[src/design/esc_pkg.sv]
// ----------------------------------------------------------------------------
// esc_pkg: shared constants, types and tables for the seconds-to-calendar block
// Holds the reciprocal constants for the constant divisions, the day-split
// record that passes between the front and back parts, and the month table.
// ----------------------------------------------------------------------------
`default_nettype none

package esc_pkg;

    // 24856 * 86400: a whole number of days at least 2^31, so that adding it
    // makes every count non-negative without moving the time of day.
    localparam logic [32:0] DAY_OFFSET = 33'd2147558400;

    // 86400 = 128 * 675; floor(2^36 / 675).
    localparam int unsigned RECIP_675_SHIFT = 36;
    localparam logic [26:0] RECIP_675       = 27'd101806632;
    localparam logic [9:0]  DIV_675         = 10'd675;

    // Days from 1901-01-01 to the offset epoch day zero (25202 - 24856).
    localparam logic [15:0] DAY_BIAS        = 16'd346;
    localparam logic [15:0] DAY_BIAS_PLUS1  = 16'd347;

    // Four-year cycle: 1461 days; floor(2^26 / 1461).
    localparam logic [15:0] RECIP_1461      = 16'd45933;
    localparam logic [10:0] CYCLE_DAYS      = 11'd1461;

    // Division by 60: floor(2^22 / 60) for seconds, floor(2^16 / 60) for minutes.
    localparam logic [16:0] RECIP_60_SEC    = 17'd69905;
    localparam logic [10:0] RECIP_60_MIN    = 11'd1092;
    localparam logic [5:0]  DIV_60          = 6'd60;

    localparam logic [10:0] BASE_YEAR       = 11'd1901;
    localparam logic [10:0] YEAR_DAYS_1     = 11'd365;
    localparam logic [10:0] YEAR_DAYS_2     = 11'd730;
    localparam logic [10:0] YEAR_DAYS_3     = 11'd1095;

    localparam int unsigned QUEUE_DEPTH = 2;
    localparam int unsigned QUEUE_AW    = 1;

    // Whole days since 1901-01-01 and the second of that day.
    typedef struct packed {
        logic [15:0] days;
        logic [16:0] rem;
    } t_day_split;

    // Days before the start of month idx (0 = January) in a normal or leap year.
    function automatic logic [8:0] month_start(input logic leap, input logic [3:0] idx);
        logic [8:0] base;
        case (idx)
            4'd0:    base = 9'd0;
            4'd1:    base = 9'd31;
            4'd2:    base = 9'd59;
            4'd3:    base = 9'd90;
            4'd4:    base = 9'd120;
            4'd5:    base = 9'd151;
            4'd6:    base = 9'd181;
            4'd7:    base = 9'd212;
            4'd8:    base = 9'd243;
            4'd9:    base = 9'd273;
            4'd10:   base = 9'd304;
            4'd11:   base = 9'd334;
            default: base = 9'd365;
        endcase
        if (leap && (idx >= 4'd2)) begin
            base = base + 9'd1;
        end
        return base;
    endfunction

endpackage

`default_nettype wire

[src/design/esc_fifo.sv]
// ----------------------------------------------------------------------------
// esc_fifo: short queue between the front and back parts
// Register-based FIFO of day-split records; push and pop may share a cycle.
// ----------------------------------------------------------------------------
`default_nettype none

module esc_fifo
    import esc_pkg::*;
(
    input  wire logic       i_clk,
    input  wire logic       i_rst_n,
    input  wire logic       i_push,
    input  wire t_day_split i_data,
    output logic            o_full,
    input  wire logic       i_pop,
    output t_day_split      o_data,
    output logic            o_empty
);

    t_day_split              r_mem [QUEUE_DEPTH];
    logic [QUEUE_AW-1:0]     r_wp, n_wp;
    logic [QUEUE_AW-1:0]     r_rp, n_rp;
    logic [QUEUE_AW:0]       r_cnt, n_cnt;
    logic                    w_push, w_pop;

    assign o_full  = (r_cnt == (QUEUE_AW+1)'(QUEUE_DEPTH));
    assign o_empty = (r_cnt == '0);
    assign o_data  = r_mem[r_rp];
    assign w_push  = i_push && !o_full;
    assign w_pop   = i_pop && !o_empty;

    always_comb begin
        n_wp  = r_wp;
        n_rp  = r_rp;
        n_cnt = r_cnt;
        if (w_push) begin
            n_wp = (r_wp == QUEUE_AW'(QUEUE_DEPTH - 1)) ? '0 : r_wp + 1'b1;
        end
        if (w_pop) begin
            n_rp = (r_rp == QUEUE_AW'(QUEUE_DEPTH - 1)) ? '0 : r_rp + 1'b1;
        end
        if (w_push && !w_pop) begin
            n_cnt = r_cnt + 1'b1;
        end else if (w_pop && !w_push) begin
            n_cnt = r_cnt - 1'b1;
        end
    end

    always_ff @(posedge i_clk) begin
        if (!i_rst_n) begin
            r_wp  <= '0;
            r_rp  <= '0;
            r_cnt <= '0;
        end else begin
            r_wp  <= n_wp;
            r_rp  <= n_rp;
            r_cnt <= n_cnt;
        end
    end

    always_ff @(posedge i_clk) begin
        if (w_push) begin
            r_mem[r_wp] <= i_data;
        end
    end

endmodule

`default_nettype wire

[src/design/esc_front.sv]
// ----------------------------------------------------------------------------
// esc_front: split a signed second count into days and second of day
// Four stages: offset, reciprocal multiply, back-multiply, correct.
// ----------------------------------------------------------------------------
`default_nettype none

module esc_front
    import esc_pkg::*;
(
    input  wire logic        i_clk,
    input  wire logic        i_rst_n,
    input  wire logic        i_push,
    input  wire logic [31:0] i_epoch_seconds,
    output logic             o_full,
    output logic             o_valid,
    input  wire logic        i_ready,
    output t_day_split       o_split
);

    logic        w_en;
    logic        r_v1, r_v2, r_v3, r_v4;
    logic [32:0] r_u;
    logic [52:0] r_prod;
    logic [25:0] r2_v;
    logic [6:0]  r2_lo;
    logic [16:0] r_qest;
    logic [25:0] r_qm;
    logic [25:0] r3_v;
    logic [6:0]  r3_lo;
    t_day_split  r_split;

    logic [25:0] w_diff;
    logic [10:0] w_r11;
    logic        w_corr;
    logic [10:0] w_rfix;
    logic [26:0] w_qm_full;

    // Advance the whole pipe unless the last stage holds a record the queue refuses.
    assign w_en    = !r_v4 || i_ready;
    assign o_full  = !w_en;
    assign o_valid = r_v4;
    assign o_split = r_split;

    assign w_qm_full = 27'(r_prod[52:RECIP_675_SHIFT]) * 27'(DIV_675);
    assign w_diff    = r3_v - r_qm;
    assign w_r11     = w_diff[10:0];
    assign w_corr    = (w_r11 >= 11'(DIV_675));
    assign w_rfix    = w_corr ? (w_r11 - 11'(DIV_675)) : w_r11;

    always_ff @(posedge i_clk) begin
        if (!i_rst_n) begin
            r_v1 <= 1'b0;
            r_v2 <= 1'b0;
            r_v3 <= 1'b0;
            r_v4 <= 1'b0;
        end else if (w_en) begin
            r_v1 <= i_push;
            r_v2 <= r_v1;
            r_v3 <= r_v2;
            r_v4 <= r_v3;
        end
    end

    always_ff @(posedge i_clk) begin
        if (w_en) begin
            r_u           <= {i_epoch_seconds[31], i_epoch_seconds} + DAY_OFFSET;
            r_prod        <= 53'(r_u[32:7]) * 53'(RECIP_675);
            r2_v          <= r_u[32:7];
            r2_lo         <= r_u[6:0];
            r_qest        <= r_prod[52:RECIP_675_SHIFT];
            r_qm          <= w_qm_full[25:0];
            r3_v          <= r2_v;
            r3_lo         <= r2_lo;
            r_split.days  <= r_qest[15:0] + (w_corr ? DAY_BIAS_PLUS1 : DAY_BIAS);
            r_split.rem   <= {w_rfix[9:0], r3_lo};
        end
    end

endmodule

`default_nettype wire

[src/design/esc_back.sv]
// ----------------------------------------------------------------------------
// esc_back: turn days and second of day into date and time of day
// Six stages; the last one is the output register that pop takes results from.
// ----------------------------------------------------------------------------
`default_nettype none

module esc_back
    import esc_pkg::*;
(
    input  wire logic        i_clk,
    input  wire logic        i_rst_n,
    input  wire logic        i_valid,
    input  wire t_day_split  i_split,
    output logic             o_take,
    input  wire logic        i_pop,
    output logic             o_empty,
    output logic [10:0]      o_year,
    output logic [3:0]       o_month,
    output logic [4:0]       o_day,
    output logic [4:0]       o_hour,
    output logic [5:0]       o_minute,
    output logic [5:0]       o_second
);

    logic w_en;
    logic r_v1, r_v2, r_v3, r_v4, r_v5, r_v6;

    // stage 1
    logic [15:0] r1_d;
    logic [16:0] r1_rem;
    logic [31:0] r1_pd;
    logic [33:0] r1_pr;
    // stage 2
    logic [15:0] r2_d;
    logic [16:0] r2_rem;
    logic [5:0]  r2_c;
    logic [16:0] r2_t1;
    logic [10:0] r2_mm;
    logic [16:0] r2_t2;
    // stage 3
    logic [5:0]  r3_c;
    logic [10:0] r3_e;
    logic [10:0] r3_mm;
    logic [5:0]  r3_sec;
    // stage 4
    logic [8:0]  r4_doy;
    logic        r4_leap;
    logic [10:0] r4_year;
    logic [21:0] r4_pm;
    logic [10:0] r4_mm;
    logic [5:0]  r4_sec;
    // stage 5
    logic [3:0]  r5_month;
    logic [4:0]  r5_day;
    logic [10:0] r5_year;
    logic [4:0]  r5_hr;
    logic [10:0] r5_h60;
    logic [10:0] r5_mm;
    logic [5:0]  r5_sec;
    // stage 6
    logic [10:0] r6_year;
    logic [3:0]  r6_month;
    logic [4:0]  r6_day;
    logic [4:0]  r6_hour;
    logic [5:0]  r6_minute;
    logic [5:0]  r6_second;

    logic [15:0] w_ediff;
    logic [11:0] w_e12;
    logic        w_ecorr;
    logic [16:0] w_sdiff;
    logic [6:0]  w_s7;
    logic        w_scorr;
    logic [1:0]  w_yi;
    logic [10:0] w_ybase;
    logic [3:0]  w_midx;
    logic [8:0]  w_mstart;
    logic [8:0]  w_dom;
    logic [4:0]  w_hest;
    logic [10:0] w_mdiff;
    logic [6:0]  w_m7;
    logic        w_mcorr;

    // Hold everything while the output register holds an untaken result.
    assign w_en    = !r_v6 || i_pop;
    assign o_take  = w_en && i_valid;
    assign o_empty = !r_v6;

    assign o_year   = r6_year;
    assign o_month  = r6_month;
    assign o_day    = r6_day;
    assign o_hour   = r6_hour;
    assign o_minute = r6_minute;
    assign o_second = r6_second;

    // Stage 3: correct cycle and minute estimates by at most one.
    assign w_ediff = r2_d - r2_t1[15:0];
    assign w_e12   = w_ediff[11:0];
    assign w_ecorr = (w_e12 >= 12'(CYCLE_DAYS));
    assign w_sdiff = r2_rem - r2_t2;
    assign w_s7    = w_sdiff[6:0];
    assign w_scorr = (w_s7 >= 7'(DIV_60));

    // Stage 4: year inside the four-year cycle, the leap year last.
    always_comb begin
        if (r3_e < YEAR_DAYS_1) begin
            w_yi    = 2'd0;
            w_ybase = '0;
        end else if (r3_e < YEAR_DAYS_2) begin
            w_yi    = 2'd1;
            w_ybase = YEAR_DAYS_1;
        end else if (r3_e < YEAR_DAYS_3) begin
            w_yi    = 2'd2;
            w_ybase = YEAR_DAYS_2;
        end else begin
            w_yi    = 2'd3;
            w_ybase = YEAR_DAYS_3;
        end
    end

    // Stage 5: month index is the count of February to December starts at or below the day.
    always_comb begin
        w_midx = '0;
        for (int k = 1; k < 12; k++) begin
            if (r4_doy >= month_start(r4_leap, 4'(k))) begin
                w_midx = w_midx + 4'd1;
            end
        end
    end
    assign w_mstart = month_start(r4_leap, w_midx);
    assign w_dom    = r4_doy - w_mstart + 9'd1;
    assign w_hest   = r4_pm[20:16];

    // Stage 6: correct the hour estimate and form the minute.
    assign w_mdiff = r5_mm - r5_h60;
    assign w_m7    = w_mdiff[6:0];
    assign w_mcorr = (w_m7 >= 7'(DIV_60));

    always_ff @(posedge i_clk) begin
        if (!i_rst_n) begin
            r_v1 <= 1'b0;
            r_v2 <= 1'b0;
            r_v3 <= 1'b0;
            r_v4 <= 1'b0;
            r_v5 <= 1'b0;
            r_v6 <= 1'b0;
        end else if (w_en) begin
            r_v1 <= i_valid;
            r_v2 <= r_v1;
            r_v3 <= r_v2;
            r_v4 <= r_v3;
            r_v5 <= r_v4;
            r_v6 <= r_v5;
        end
    end

    always_ff @(posedge i_clk) begin
        if (w_en) begin
            r1_d      <= i_split.days;
            r1_rem    <= i_split.rem;
            r1_pd     <= 32'(i_split.days) * 32'(RECIP_1461);
            r1_pr     <= 34'(i_split.rem) * 34'(RECIP_60_SEC);

            r2_d      <= r1_d;
            r2_rem    <= r1_rem;
            r2_c      <= r1_pd[31:26];
            r2_t1     <= 17'(r1_pd[31:26]) * 17'(CYCLE_DAYS);
            r2_mm     <= r1_pr[32:22];
            r2_t2     <= 17'(r1_pr[32:22]) * 17'(DIV_60);

            r3_c      <= w_ecorr ? (r2_c + 6'd1) : r2_c;
            r3_e      <= w_ecorr ? 11'(w_e12 - 12'(CYCLE_DAYS)) : w_e12[10:0];
            r3_mm     <= w_scorr ? (r2_mm + 11'd1) : r2_mm;
            r3_sec    <= w_scorr ? 6'(w_s7 - 7'(DIV_60)) : w_s7[5:0];

            r4_doy    <= 9'(r3_e - w_ybase);
            r4_leap   <= (w_yi == 2'd3);
            r4_year   <= BASE_YEAR + {3'd0, r3_c, 2'b00} + 11'(w_yi);
            r4_pm     <= 22'(r3_mm) * 22'(RECIP_60_MIN);
            r4_mm     <= r3_mm;
            r4_sec    <= r3_sec;

            r5_month  <= w_midx + 4'd1;
            r5_day    <= w_dom[4:0];
            r5_year   <= r4_year;
            r5_hr     <= w_hest;
            r5_h60    <= 11'(w_hest) * 11'(DIV_60);
            r5_mm     <= r4_mm;
            r5_sec    <= r4_sec;

            r6_year   <= r5_year;
            r6_month  <= r5_month;
            r6_day    <= r5_day;
            r6_hour   <= w_mcorr ? (r5_hr + 5'd1) : r5_hr;
            r6_minute <= w_mcorr ? 6'(w_m7 - 7'(DIV_60)) : w_m7[5:0];
            r6_second <= r5_sec;
        end
    end

endmodule

`default_nettype wire

[src/design/epoch_seconds_to_calendar.sv]
// ----------------------------------------------------------------------------
// epoch_seconds_to_calendar: signed epoch seconds to Gregorian date and time
// Input channel: drive i_epoch_seconds and raise push; a transfer happens on
// a rising edge with push high and full low. Output channel: while empty
// is low the oldest result sits on o_year..o_second; raise pop to take it.
// Structure: a four-stage front splits the count into days and second of day
// by reciprocal multiplication, a two-entry queue decouples it from a six-stage
// back that derives year (four-year cycles), month, day, hour, minute, second.
// Path: an input passes the four front stages, a queue entry and the six back
// stages. Throughput: one item per cycle unless pop stalls, set by the
// one-stage-per-step pipelines; each multiplier is used once per item.
// Stall: when pop stays low the back pipe holds its output register and
// freezes, the queue fills, then the front freezes and raises full; no
// result is dropped or repeated, and the pipes resume where they stopped.
// Reset: i_rst_n low at a clock edge empties both pipes and the queue; only
// valid data moves on, so the first result after reset depends only on input.
// ----------------------------------------------------------------------------
`default_nettype none

module epoch_seconds_to_calendar
    import esc_pkg::*;
(
    input  wire logic        i_clk,
    input  wire logic        i_rst_n,
    input  wire logic        push,
    output logic             full,
    input  wire logic [31:0] i_epoch_seconds,
    output logic             empty,
    input  wire logic        pop,
    output logic [10:0]      o_year,
    output logic [3:0]       o_month,
    output logic [4:0]       o_day,
    output logic [4:0]       o_hour,
    output logic [5:0]       o_minute,
    output logic [5:0]       o_second
);

    // Front to queue.
    logic       w_front_valid;
    t_day_split w_front_split;
    logic       w_q_full;

    // Queue to back.
    t_day_split w_q_data;
    logic       w_q_empty;
    logic       w_back_take;

    // Classify: offset the count and split off whole days.
    esc_front u_front (
        .i_clk           (i_clk),
        .i_rst_n         (i_rst_n),
        .i_push          (push),
        .i_epoch_seconds (i_epoch_seconds),
        .o_full          (full),
        .o_valid         (w_front_valid),
        .i_ready         (!w_q_full),
        .o_split         (w_front_split)
    );

    // Buffer split records so each side can stall on its own.
    esc_fifo u_queue (
        .i_clk   (i_clk),
        .i_rst_n (i_rst_n),
        .i_push  (w_front_valid),
        .i_data  (w_front_split),
        .o_full  (w_q_full),
        .i_pop   (w_back_take),
        .o_data  (w_q_data),
        .o_empty (w_q_empty)
    );

    // Carry out: calendar and clock fields, held in the output register.
    esc_back u_back (
        .i_clk    (i_clk),
        .i_rst_n  (i_rst_n),
        .i_valid  (!w_q_empty),
        .i_split  (w_q_data),
        .o_take   (w_back_take),
        .i_pop    (pop),
        .o_empty  (empty),
        .o_year   (o_year),
        .o_month  (o_month),
        .o_day    (o_day),
        .o_hour   (o_hour),
        .o_minute (o_minute),
        .o_second (o_second)
    );

endmodule

`default_nettype wire

[config.mk]
export PLATFORM = sky130hd
export DESIGN_NAME = epoch_seconds_to_calendar
export DESIGN_NICKNAME = d
export VERILOG_FILES = /design/src/design/esc_pkg.sv /design/src/design/esc_fifo.sv /design/src/design/esc_front.sv /design/src/design/esc_back.sv /design/src/design/epoch_seconds_to_calendar.sv
export SDC_FILE = /design/constraint.sdc
export NUM_CORES = 2
export LEC_CHECK = 0
export ABC_AREA = 1
export BUFFER_PORTS_ARGS = -buffer_cell sky130_fd_sc_hd__buf_4
export CELL_PAD_IN_SITES_DETAIL_PLACEMENT = 2
export CELL_PAD_IN_SITES_GLOBAL_PLACEMENT = 2
export CORE_MARGIN = 2
export CORE_UTILIZATION = 40
export DETAILED_ROUTE_END_ITERATION = 12
export HOLD_SLACK_MARGIN = 0.02
export PLACE_DENSITY_LB_ADDON = 0.12
export SLEW_MARGIN = 20
export SYNTH_ARGS = -nofsm -noshare
export SYNTH_HDL_FRONTEND = slang
export SYNTH_HIERARCHICAL = 1
export SYNTH_SLANG_ARGS = --single-unit
[constraint.sdc]
create_clock -name i_clk -period 9.35 [get_ports i_clk]
set_clock_uncertainty 0.1 [all_clocks]
set_input_delay 2.805 -clock i_clk [delete_from_list [all_inputs] [get_ports i_clk]]
set_output_delay 2.805 -clock i_clk [all_outputs]
set_load 0.05 [all_outputs]
Word level (Yosys, flattened, before mapping)
Memory sizes are Yosys's and may differ from the RTL's. A register that Yosys moved wholly into a read port is not among the register bits.
Index checks and enable logic that the tools add are counted.
{"block": "totals", "ff_bits": 497, "mem_bits_rw": 66, "romBits": 144, "inputBits": 36, "output_inout_bits": 39, "mem_count": 2}
{"block": "op_classes", "n_addsub": 34, "mul": 8, "n_lt_le_gt_ge": 19, "eq_ne": 2, "mux": 44, "n_reduce_logical": 17}
{"memory": "(name not given)", "words": 16, "width": 9, "read_ports": 1, "rd_ports_with_merged_regs": 0, "write_ports": 0, "line": "esc_pkg.sv:49", "rtl": "case (idx)"}
{"memory": "u_queue.r_mem", "words": 2, "width": 33, "read_ports": 1, "rd_ports_with_merged_regs": 1, "write_ports": 1, "line": "esc_fifo.sv:20", "rtl": "t_day_split r_mem [QUEUE_DEPTH];"}
{"cell": "$mul A26 B24 Y50 const B", "n": 1}
{"cell": "$mux W4", "n": 11}
{"cell": "$add A4 B1 Y4 const B", "n": 10}
{"cell": "$ge A9 B8 Y1", "n": 4}
{"cell": "$add A33 B32 Y33 const B", "n": 1}
{"cell": "$mul A17 B17 Y33 const B", "n": 1}
{"cell": "$mul A16 B16 Y32 const B", "n": 1}
{"cell": "$ge A9 B9 Y1", "n": 3}
{"cell": "$mux W11", "n": 2}
{"cell": "$mul A11 B9 Y19 const B", "n": 1}
{"cell": "$ge A9 B7 Y1", "n": 2}
{"cell": "$mux W6", "n": 3}
{"cell": "$mux W9", "n": 2}
{"cell": "$mul A17 B10 Y11 const B", "n": 1}
{"cell": "$add A16 B9 Y16", "n": 1}
{"cell": "$add A5 B1 Y5 const B", "n": 3}
{"cell": "$ge A7 B6 Y1 const B", "n": 2}
{"cell": "$mux W1", "n": 14}
{"cell": "$sub A7 B7 Y7", "n": 2}
{"cell": "$ge A12 B11 Y1 const B", "n": 1}
{"cell": "$mul A6 B11 Y12 const B", "n": 1}
{"cell": "$mux W2", "n": 6}
{"cell": "$sub A12 B12 Y12", "n": 1}
{"cell": "$sub A6 B6 Y6 const B", "n": 2}
{"cell": "other kinds (32)", "n": 48}

Longest topological paths before layout
{"block": "logic_depth", "word_depth": 27, "mapped_depth": 58, "ltp_nobuf": 58}

Cells and area by module
Netlist, hierarchy kept.
{"mod": "esc_back", "instances": 1, "cells_per_inst": 1878, "area_per_inst_um2": 20125.6}
{"mod": "esc_front", "instances": 1, "cells_per_inst": 1710, "area_per_inst_um2": 16943.8}
{"mod": "esc_fifo", "instances": 1, "cells_per_inst": 141, "area_per_inst_um2": 2782.7}
{"mod": "epoch_seconds_to_calendar", "instances": 1, "cells_per_inst": 2, "area_per_inst_um2": 7.5}

Worst setup path after synthesis
Ideal clock, no wire load.
{"block": "synth_timing", "path_type": "input-to-reg", "startpoint": "input port pop", "endpoint": "register u_queue.r_cnt[1]", "setup_ns": 0.064, "arrival_ns": 8.824, "required_ns": 9.186, "path_slack_ns": 0.362, "path_stages": 13, "path_buffers": 0, "cell_sequence": "nor2_1 inv_1 nand2_1 inv_1 inv_1 nor2_1 inv_1 ha_1 inv_1 nand3_1 nand2_1 inv_1 nor2_1"}
{"block": "synth_via", "elab_chain_len": 6, "elab_cells_between_ends": 8, "classes_between": "1 x mux; 7 x reduce/logical"}
{"item": "from (decl)", "line": "epoch_seconds_to_calendar.sv:29", "rtl": "input wire logic pop,"}
{"item": "$logic_or A1 B1 Y1 (*)", "line": "esc_back.sv:85", "rtl": "assign w_en = !r_v6 || i_pop;"}
{"item": "$logic_and A1 B1 Y1 (*)", "line": "esc_back.sv:86", "rtl": "assign o_take = w_en && i_valid;"}
{"item": "named net w_back_take", "line": "epoch_seconds_to_calendar.sv:46", "rtl": "logic w_back_take;"}
{"item": "$logic_and A1 B1 Y1 (*)", "line": "esc_fifo.sv:30", "rtl": "assign w_pop = i_pop && !o_empty;"}
{"item": "$logic_not A1 Y1", "line": "esc_fifo.sv:42", "rtl": "if (w_push && !w_pop) begin"}
{"item": "$logic_and A1 B1 Y1", "line": "esc_fifo.sv:42"}
{"item": "$mux W2 or $reduce_bool A2 Y1 (tied branches)"}
{"item": "to (signal assigned)", "line": "esc_fifo.sv:57", "rtl": "r_cnt <= n_cnt;"}
{"item": "to (decl)", "line": "esc_fifo.sv:23", "rtl": "logic [QUEUE_AW:0] r_cnt, n_cnt;"}
The timed path passes the listed nets; every way through them passes the cells marked *.
A chain may end at the register's enable or synchronous reset.

Worst setup path in the final report
{"block": "layout_timing", "startpoint": "register u_back.r4_leap", "endpoint": "register u_back.r5_day[4] (data pin)"}
{"block": "layout_via", "elab_chain_len": 26, "elab_cells_between_ends": 46, "classes_between": "12 x add/sub; 11 x order compare; 21 x mux; 1 x reduce/logical; 1 x memory"}
{"item": "from (decl)", "line": "esc_back.sv:47", "rtl": "logic r4_leap;"}
{"item": "from (signal assigned)", "line": "esc_back.sv:177", "rtl": "r4_leap <= (w_yi == 2'd3);"}
{"item": "$mux W3", "line": "esc_pkg.sv:64", "rtl": "if (leap && (idx >= 4'd2)) begin"}
{"item": "$ge A9 B6 Y1", "line": "esc_back.sv:125", "rtl": "if (r4_doy >= month_start(r4_leap, 4'(k))) begin"}
{"item": "$mux W4", "line": "esc_back.sv:125"}
{"item": "$add A4 B1 Y4", "line": "esc_back.sv:126", "rtl": "w_midx = w_midx + 4'd1;"}
{"item": "$mux W4", "line": "esc_back.sv:125"}
{"item": "$add A4 B1 Y4", "line": "esc_back.sv:126"}
{"item": "$mux W4", "line": "esc_back.sv:125"}
{"item": "$add A4 B1 Y4", "line": "esc_back.sv:126"}
{"item": "(+11 left out)"}
{"item": "$add A4 B1 Y4", "line": "esc_back.sv:126"}
{"item": "$mux W4", "line": "esc_back.sv:125"}
{"item": "$mem_v2 Z16 W9 or $ge A4 B2 Y1 (tied branches)"}
{"item": "$add A5 B1 Y5 or $logic_and A1 B1 Y1 (tied branches)", "line": "esc_pkg.sv:65, esc_pkg.sv:64"}
{"item": "$mux W5 (*)", "line": "esc_pkg.sv:64"}
{"item": "$sub A5 B5 Y5 (*)", "line": "esc_back.sv:131", "rtl": "assign w_dom = r4_doy - w_mstart + 9'd1;"}
{"item": "$add A5 B1 Y5 (*)", "line": "esc_back.sv:131"}
{"item": "named net u_back.w_dom[4]", "line": "esc_back.sv:78", "rtl": "logic [8:0] w_dom;"}
{"item": "to (signal assigned)", "line": "esc_back.sv:184", "rtl": "r5_day <= w_dom[4:0];"}
{"item": "to (decl)", "line": "esc_back.sv:54", "rtl": "logic [4:0] r5_day;"}
Marks and branches as above.

==> metrics.yaml <==
synth:
  ys_ff_latch: 463
  syn_area_sq_mm: 0.03986
  synth_edf_count: 448
  synth_top_family_by_area: "adder cells"
  synth-compound-area-share_pct: 4.925
  synth_area_leaders: "edfxtp_1 34%, ha_1 22%, fa_1 15%"
  synth_fa_ha_area_share_pct: 37.12
  synthArstFlopShare_pct: 0
  synth-xor-area-share_pct: 4.131
  synth_area_leader_cell: "edfxtp_1"
  synth_top_area_share_pct: 33.75
  ys.flop_type: "edfxtp_1"
  synth-simple-area-share_pct: 10.51
  syn_area_per_cell_sq_um: 10.68
  synth.distinct_cells: 59
  synth_nets: 4766
  yosysWarnings: 6
  syn_inst: 3731
  ys_seq_area_share_pct: 34.50
  synth_mux_area_share_pct: 1.271
timing:
  max_slew_margin_pct: 32.60
  setup_viol: 0
  finalHoldViolCount: 0
  period_minus_slack_ns: 8.580
  maxSlewViolCount: 0
  rsz0062_at_grt: "false"
  timing.hold.ws_ns: 0.2746
  worst_pin_slew_ns: 1.011
  fin_crit_sh_pct: 91.76
  fin_setup_tns_ns: 0
  fmax_mhz: 116.6
  setup_ws_ns: 0.7702
clock_tree:
  cts_tree: "done"
  post-cts-setup-buffers: 0
  htreeDepth: 2
  cts-resized-gates: 0
  cts_buffer_depth: 3
  cts_buffers: 56
  clkLatencyLatePin_ns: 0.67
  path_clk_slew_ns: 0.06
  cts_root_buffer: "clkbuf_16"
  clock-sinks: 463
  hold_buffers: 0
setup_path:
  r2r_start: "u_back/r4_leap$_DFFE_PN_"
  critPathArrivalTime_ns: 8.91
  rrSetupSlack_ns: 0.77
  worst-setup-path-type: "reg2reg"
  cp_common_cell: "nand2_1"
  slowest_stage: "edfxtp_1"
  worstPathRequired_ns: 9.68
  r2r_cells: 52
  cp-end-kind: "flip-flop"
  critPathMaxStageDelay_ns: 0.50
  r2r-end: "u_back/r5_day[4]$_DFFE_PN_"
  critPathMaxFanout: 6
  startpoint_type: "flip-flop"
finish:
  area.growth.synth_to_final_pct: 10.29
  num_antenna_cells: 0
  final_common_cell: "inv_1"
  drive_gt1_share_pct: 8.335
  final_cell_mix: "756 x inv_1, 693 x ha_1, 449 x nand2_1, 448 x edfxtp_1, 306 x fa_1"
  fin_nets: 4901
  n_fill_cell: 10186
  layout.cells.non_filler: 5198
floorplan:
  die_area_sq_mm: 0.1022
  die_w_microns: 319.7
  core_sq_mm: 0.09856
  io_pins: 75
  rows: 115
  start_util_pct: 40.44
  die_h_microns: 319.7
global_routing:
  grt_antenna_before_repair: 1
  grt_pass1_wl_microns: 167100
  grtUsageTotal_pct: 20.65
  grt_pass1_vias: 30770
  overflow: 0
  grt_max_degree: 117
detailed_routing:
  firstDrtPassIters: 6
  via_count: 26285
  routed_via_density: 5.057
  met1Wirelength_microns: 43670
  wl_met3_microns: 2236
  ant_nets: 0
  topRoutingLayerUsed: "met4"
  first_iter_violations: 867
  detail_route.wl_per_cell_microns: 19.81
  wl_met2_microns: 54640
  post-route-drc-count: 0
  finalWirelength_microns: 103000
placement:
  post-dp-hpwl_microns: 83670
  port_buffers: 74
  pre_cts_ws_ns: 0.6846
  place_congestion: 0.8149
  dpl.cell_count: 5094
min_path:
  hold_start: "u_back/r1_d[11]$_DFFE_PN_"
  min_path_type: "reg2reg"
  whs_endpoint: "u_back/r2_d[11]$_DFFE_PN_"
  whs_path_depth: 0
run_status:
  status: "completed"
flow_run:
  cap_violations: 0
-- routing by layer --
layer	up-vias	GRT usage [%]
met5	-	0
met4	0	4.937
met3	134	2.109
li1	12597	-
met1	13322	24.82
met2	232	39.25
-- cells in the mapped netlist (4+ instances only) --
library cell,number
nand4_1,29
dfxtp_1,15
a21oi_1,155
nand3_1,123
inv_1,758
inv_2,8
a21oi_2,4
nand3b_1,13
a21o_1,15
xnor2_1,74
nand2_2,51
mux2_2,5
fa_1,306
a21boi_0,8
o21ai_0,98
ha_1,693
edfxtp_1,448
o21ai_2,6
o21a_1,8
or2_2,6
o211ai_1,4
nor2_2,4
a211oi_1,5
nor3_1,30
o21bai_1,12
nand3_2,12
nand2_4,9
mux2_4,30
o31ai_1,5
nor4_1,7
a31oi_1,11
nor2_1,177
xor2_1,114
nand2_1,449
-- through the flow --
step / util [%] / cell area [sq um]
floorplan: - / 39860
global placement: 42.65 / 42030
detailed placement: 42.65 / 42030
CTS: 44.57 / 43930
global route: 44.60 / 43960
finish: 44.60 / 43960
-- cell type report --
| type | instances | area, sq um | share of cell area [%] |
|---|---|---|---|
| clock buffer | 65 | 1435 | 3.265 |
| clock inverter | 38 | 465.4 | 1.059 |
| inverter | 770 | 2905 | 6.609 |
| multi-input combinational | 2488 | 23120 | 52.59 |
| sequential | 463 | 13750 | 31.29 |
| tap | 1287 | 1610 | 3.663 |
| timing repair buffer | 87 | 673.1 | 1.531 |
-- cell families (layout without fill, tap and decap cells) --
| logic type | after synthesis | in the layout |
|---|---|---|
| and+or+nand+nor | 923 | 923 |
| xor gates and xnor gates | 188 | 188 |
| adders and majority gates | 999 | 999 |
| AOI/OAI and AO/OA | 343 | 343 |
| buffers and inverters | 780 | 960 |
| muxes | 35 | 35 |
| DFF | 463 | 463 |
-- registers in the layout, summed over array words and instances, names as in the netlist, 11 cells and up, named ones only --
register and flops:
u_back/o_year 11, u_back/r1_d 12, u_back/r1_pr 11, u_back/r2_d 12, u_back/r2_mm 11, u_back/r3_e 11, u_back/r3_mm 11, u_back/r4_year 11
u_back/r5_year 11, u_front/o_split 33, u_front/r2_v 11, u_front/r3_v 11, u_front/r_prod 16, u_front/r_qest 16, u_front/r_u 33, u_queue/r_mem 66
-- critical path, delay by kind of cell (launching register included) --
family / cells / cell delay, ns
AOI/OAI and AO/OA: 5 / 0.81
xor gates and xnor gates: 1 / 0.16
adders and majority gates: 10 / 2.81
buffers and inverters: 8 / 0.59
DFF: 1 / 0.50
and+or+nand+nor: 28 / 3.38
-- how the worst max path moves through the flow --
| stage | startpoint | end | slack (ns) | cells after the start |
|---|---|---|---|---|
| final | u_back/r4_leap$_DFFE_PN_ | u_back/r5_day[4]$_DFFE_PN_ | 0.77 | 52 |
| after global routing | u_back/r4_leap$_DFFE_PN_ | u_back/r5_day[4]$_DFFE_PN_ | 0.02 | 52 |
| after CTS | u_back/r4_leap$_DFFE_PN_ | u_back/r5_day[4]$_DFFE_PN_ | 0.65 | 52 |
| after detailed placement | u_back/r4_leap$_DFFE_PN_ | u_back/r5_day[4]$_DFFE_PN_ | 0.68 | 52 |
| after global placement | u_back/r4_leap$_DFFE_PN_ | u_back/r5_day[4]$_DFFE_PN_ | 1.07 | 52 |
| after floorplan | pop | u_queue/r_cnt[1]$_SDFFE_PN0P_ | 0.36 | 13 |
Power is not shown: default switching activity piles up to over one toggle a cycle in this logic, so the estimate is an artifact.
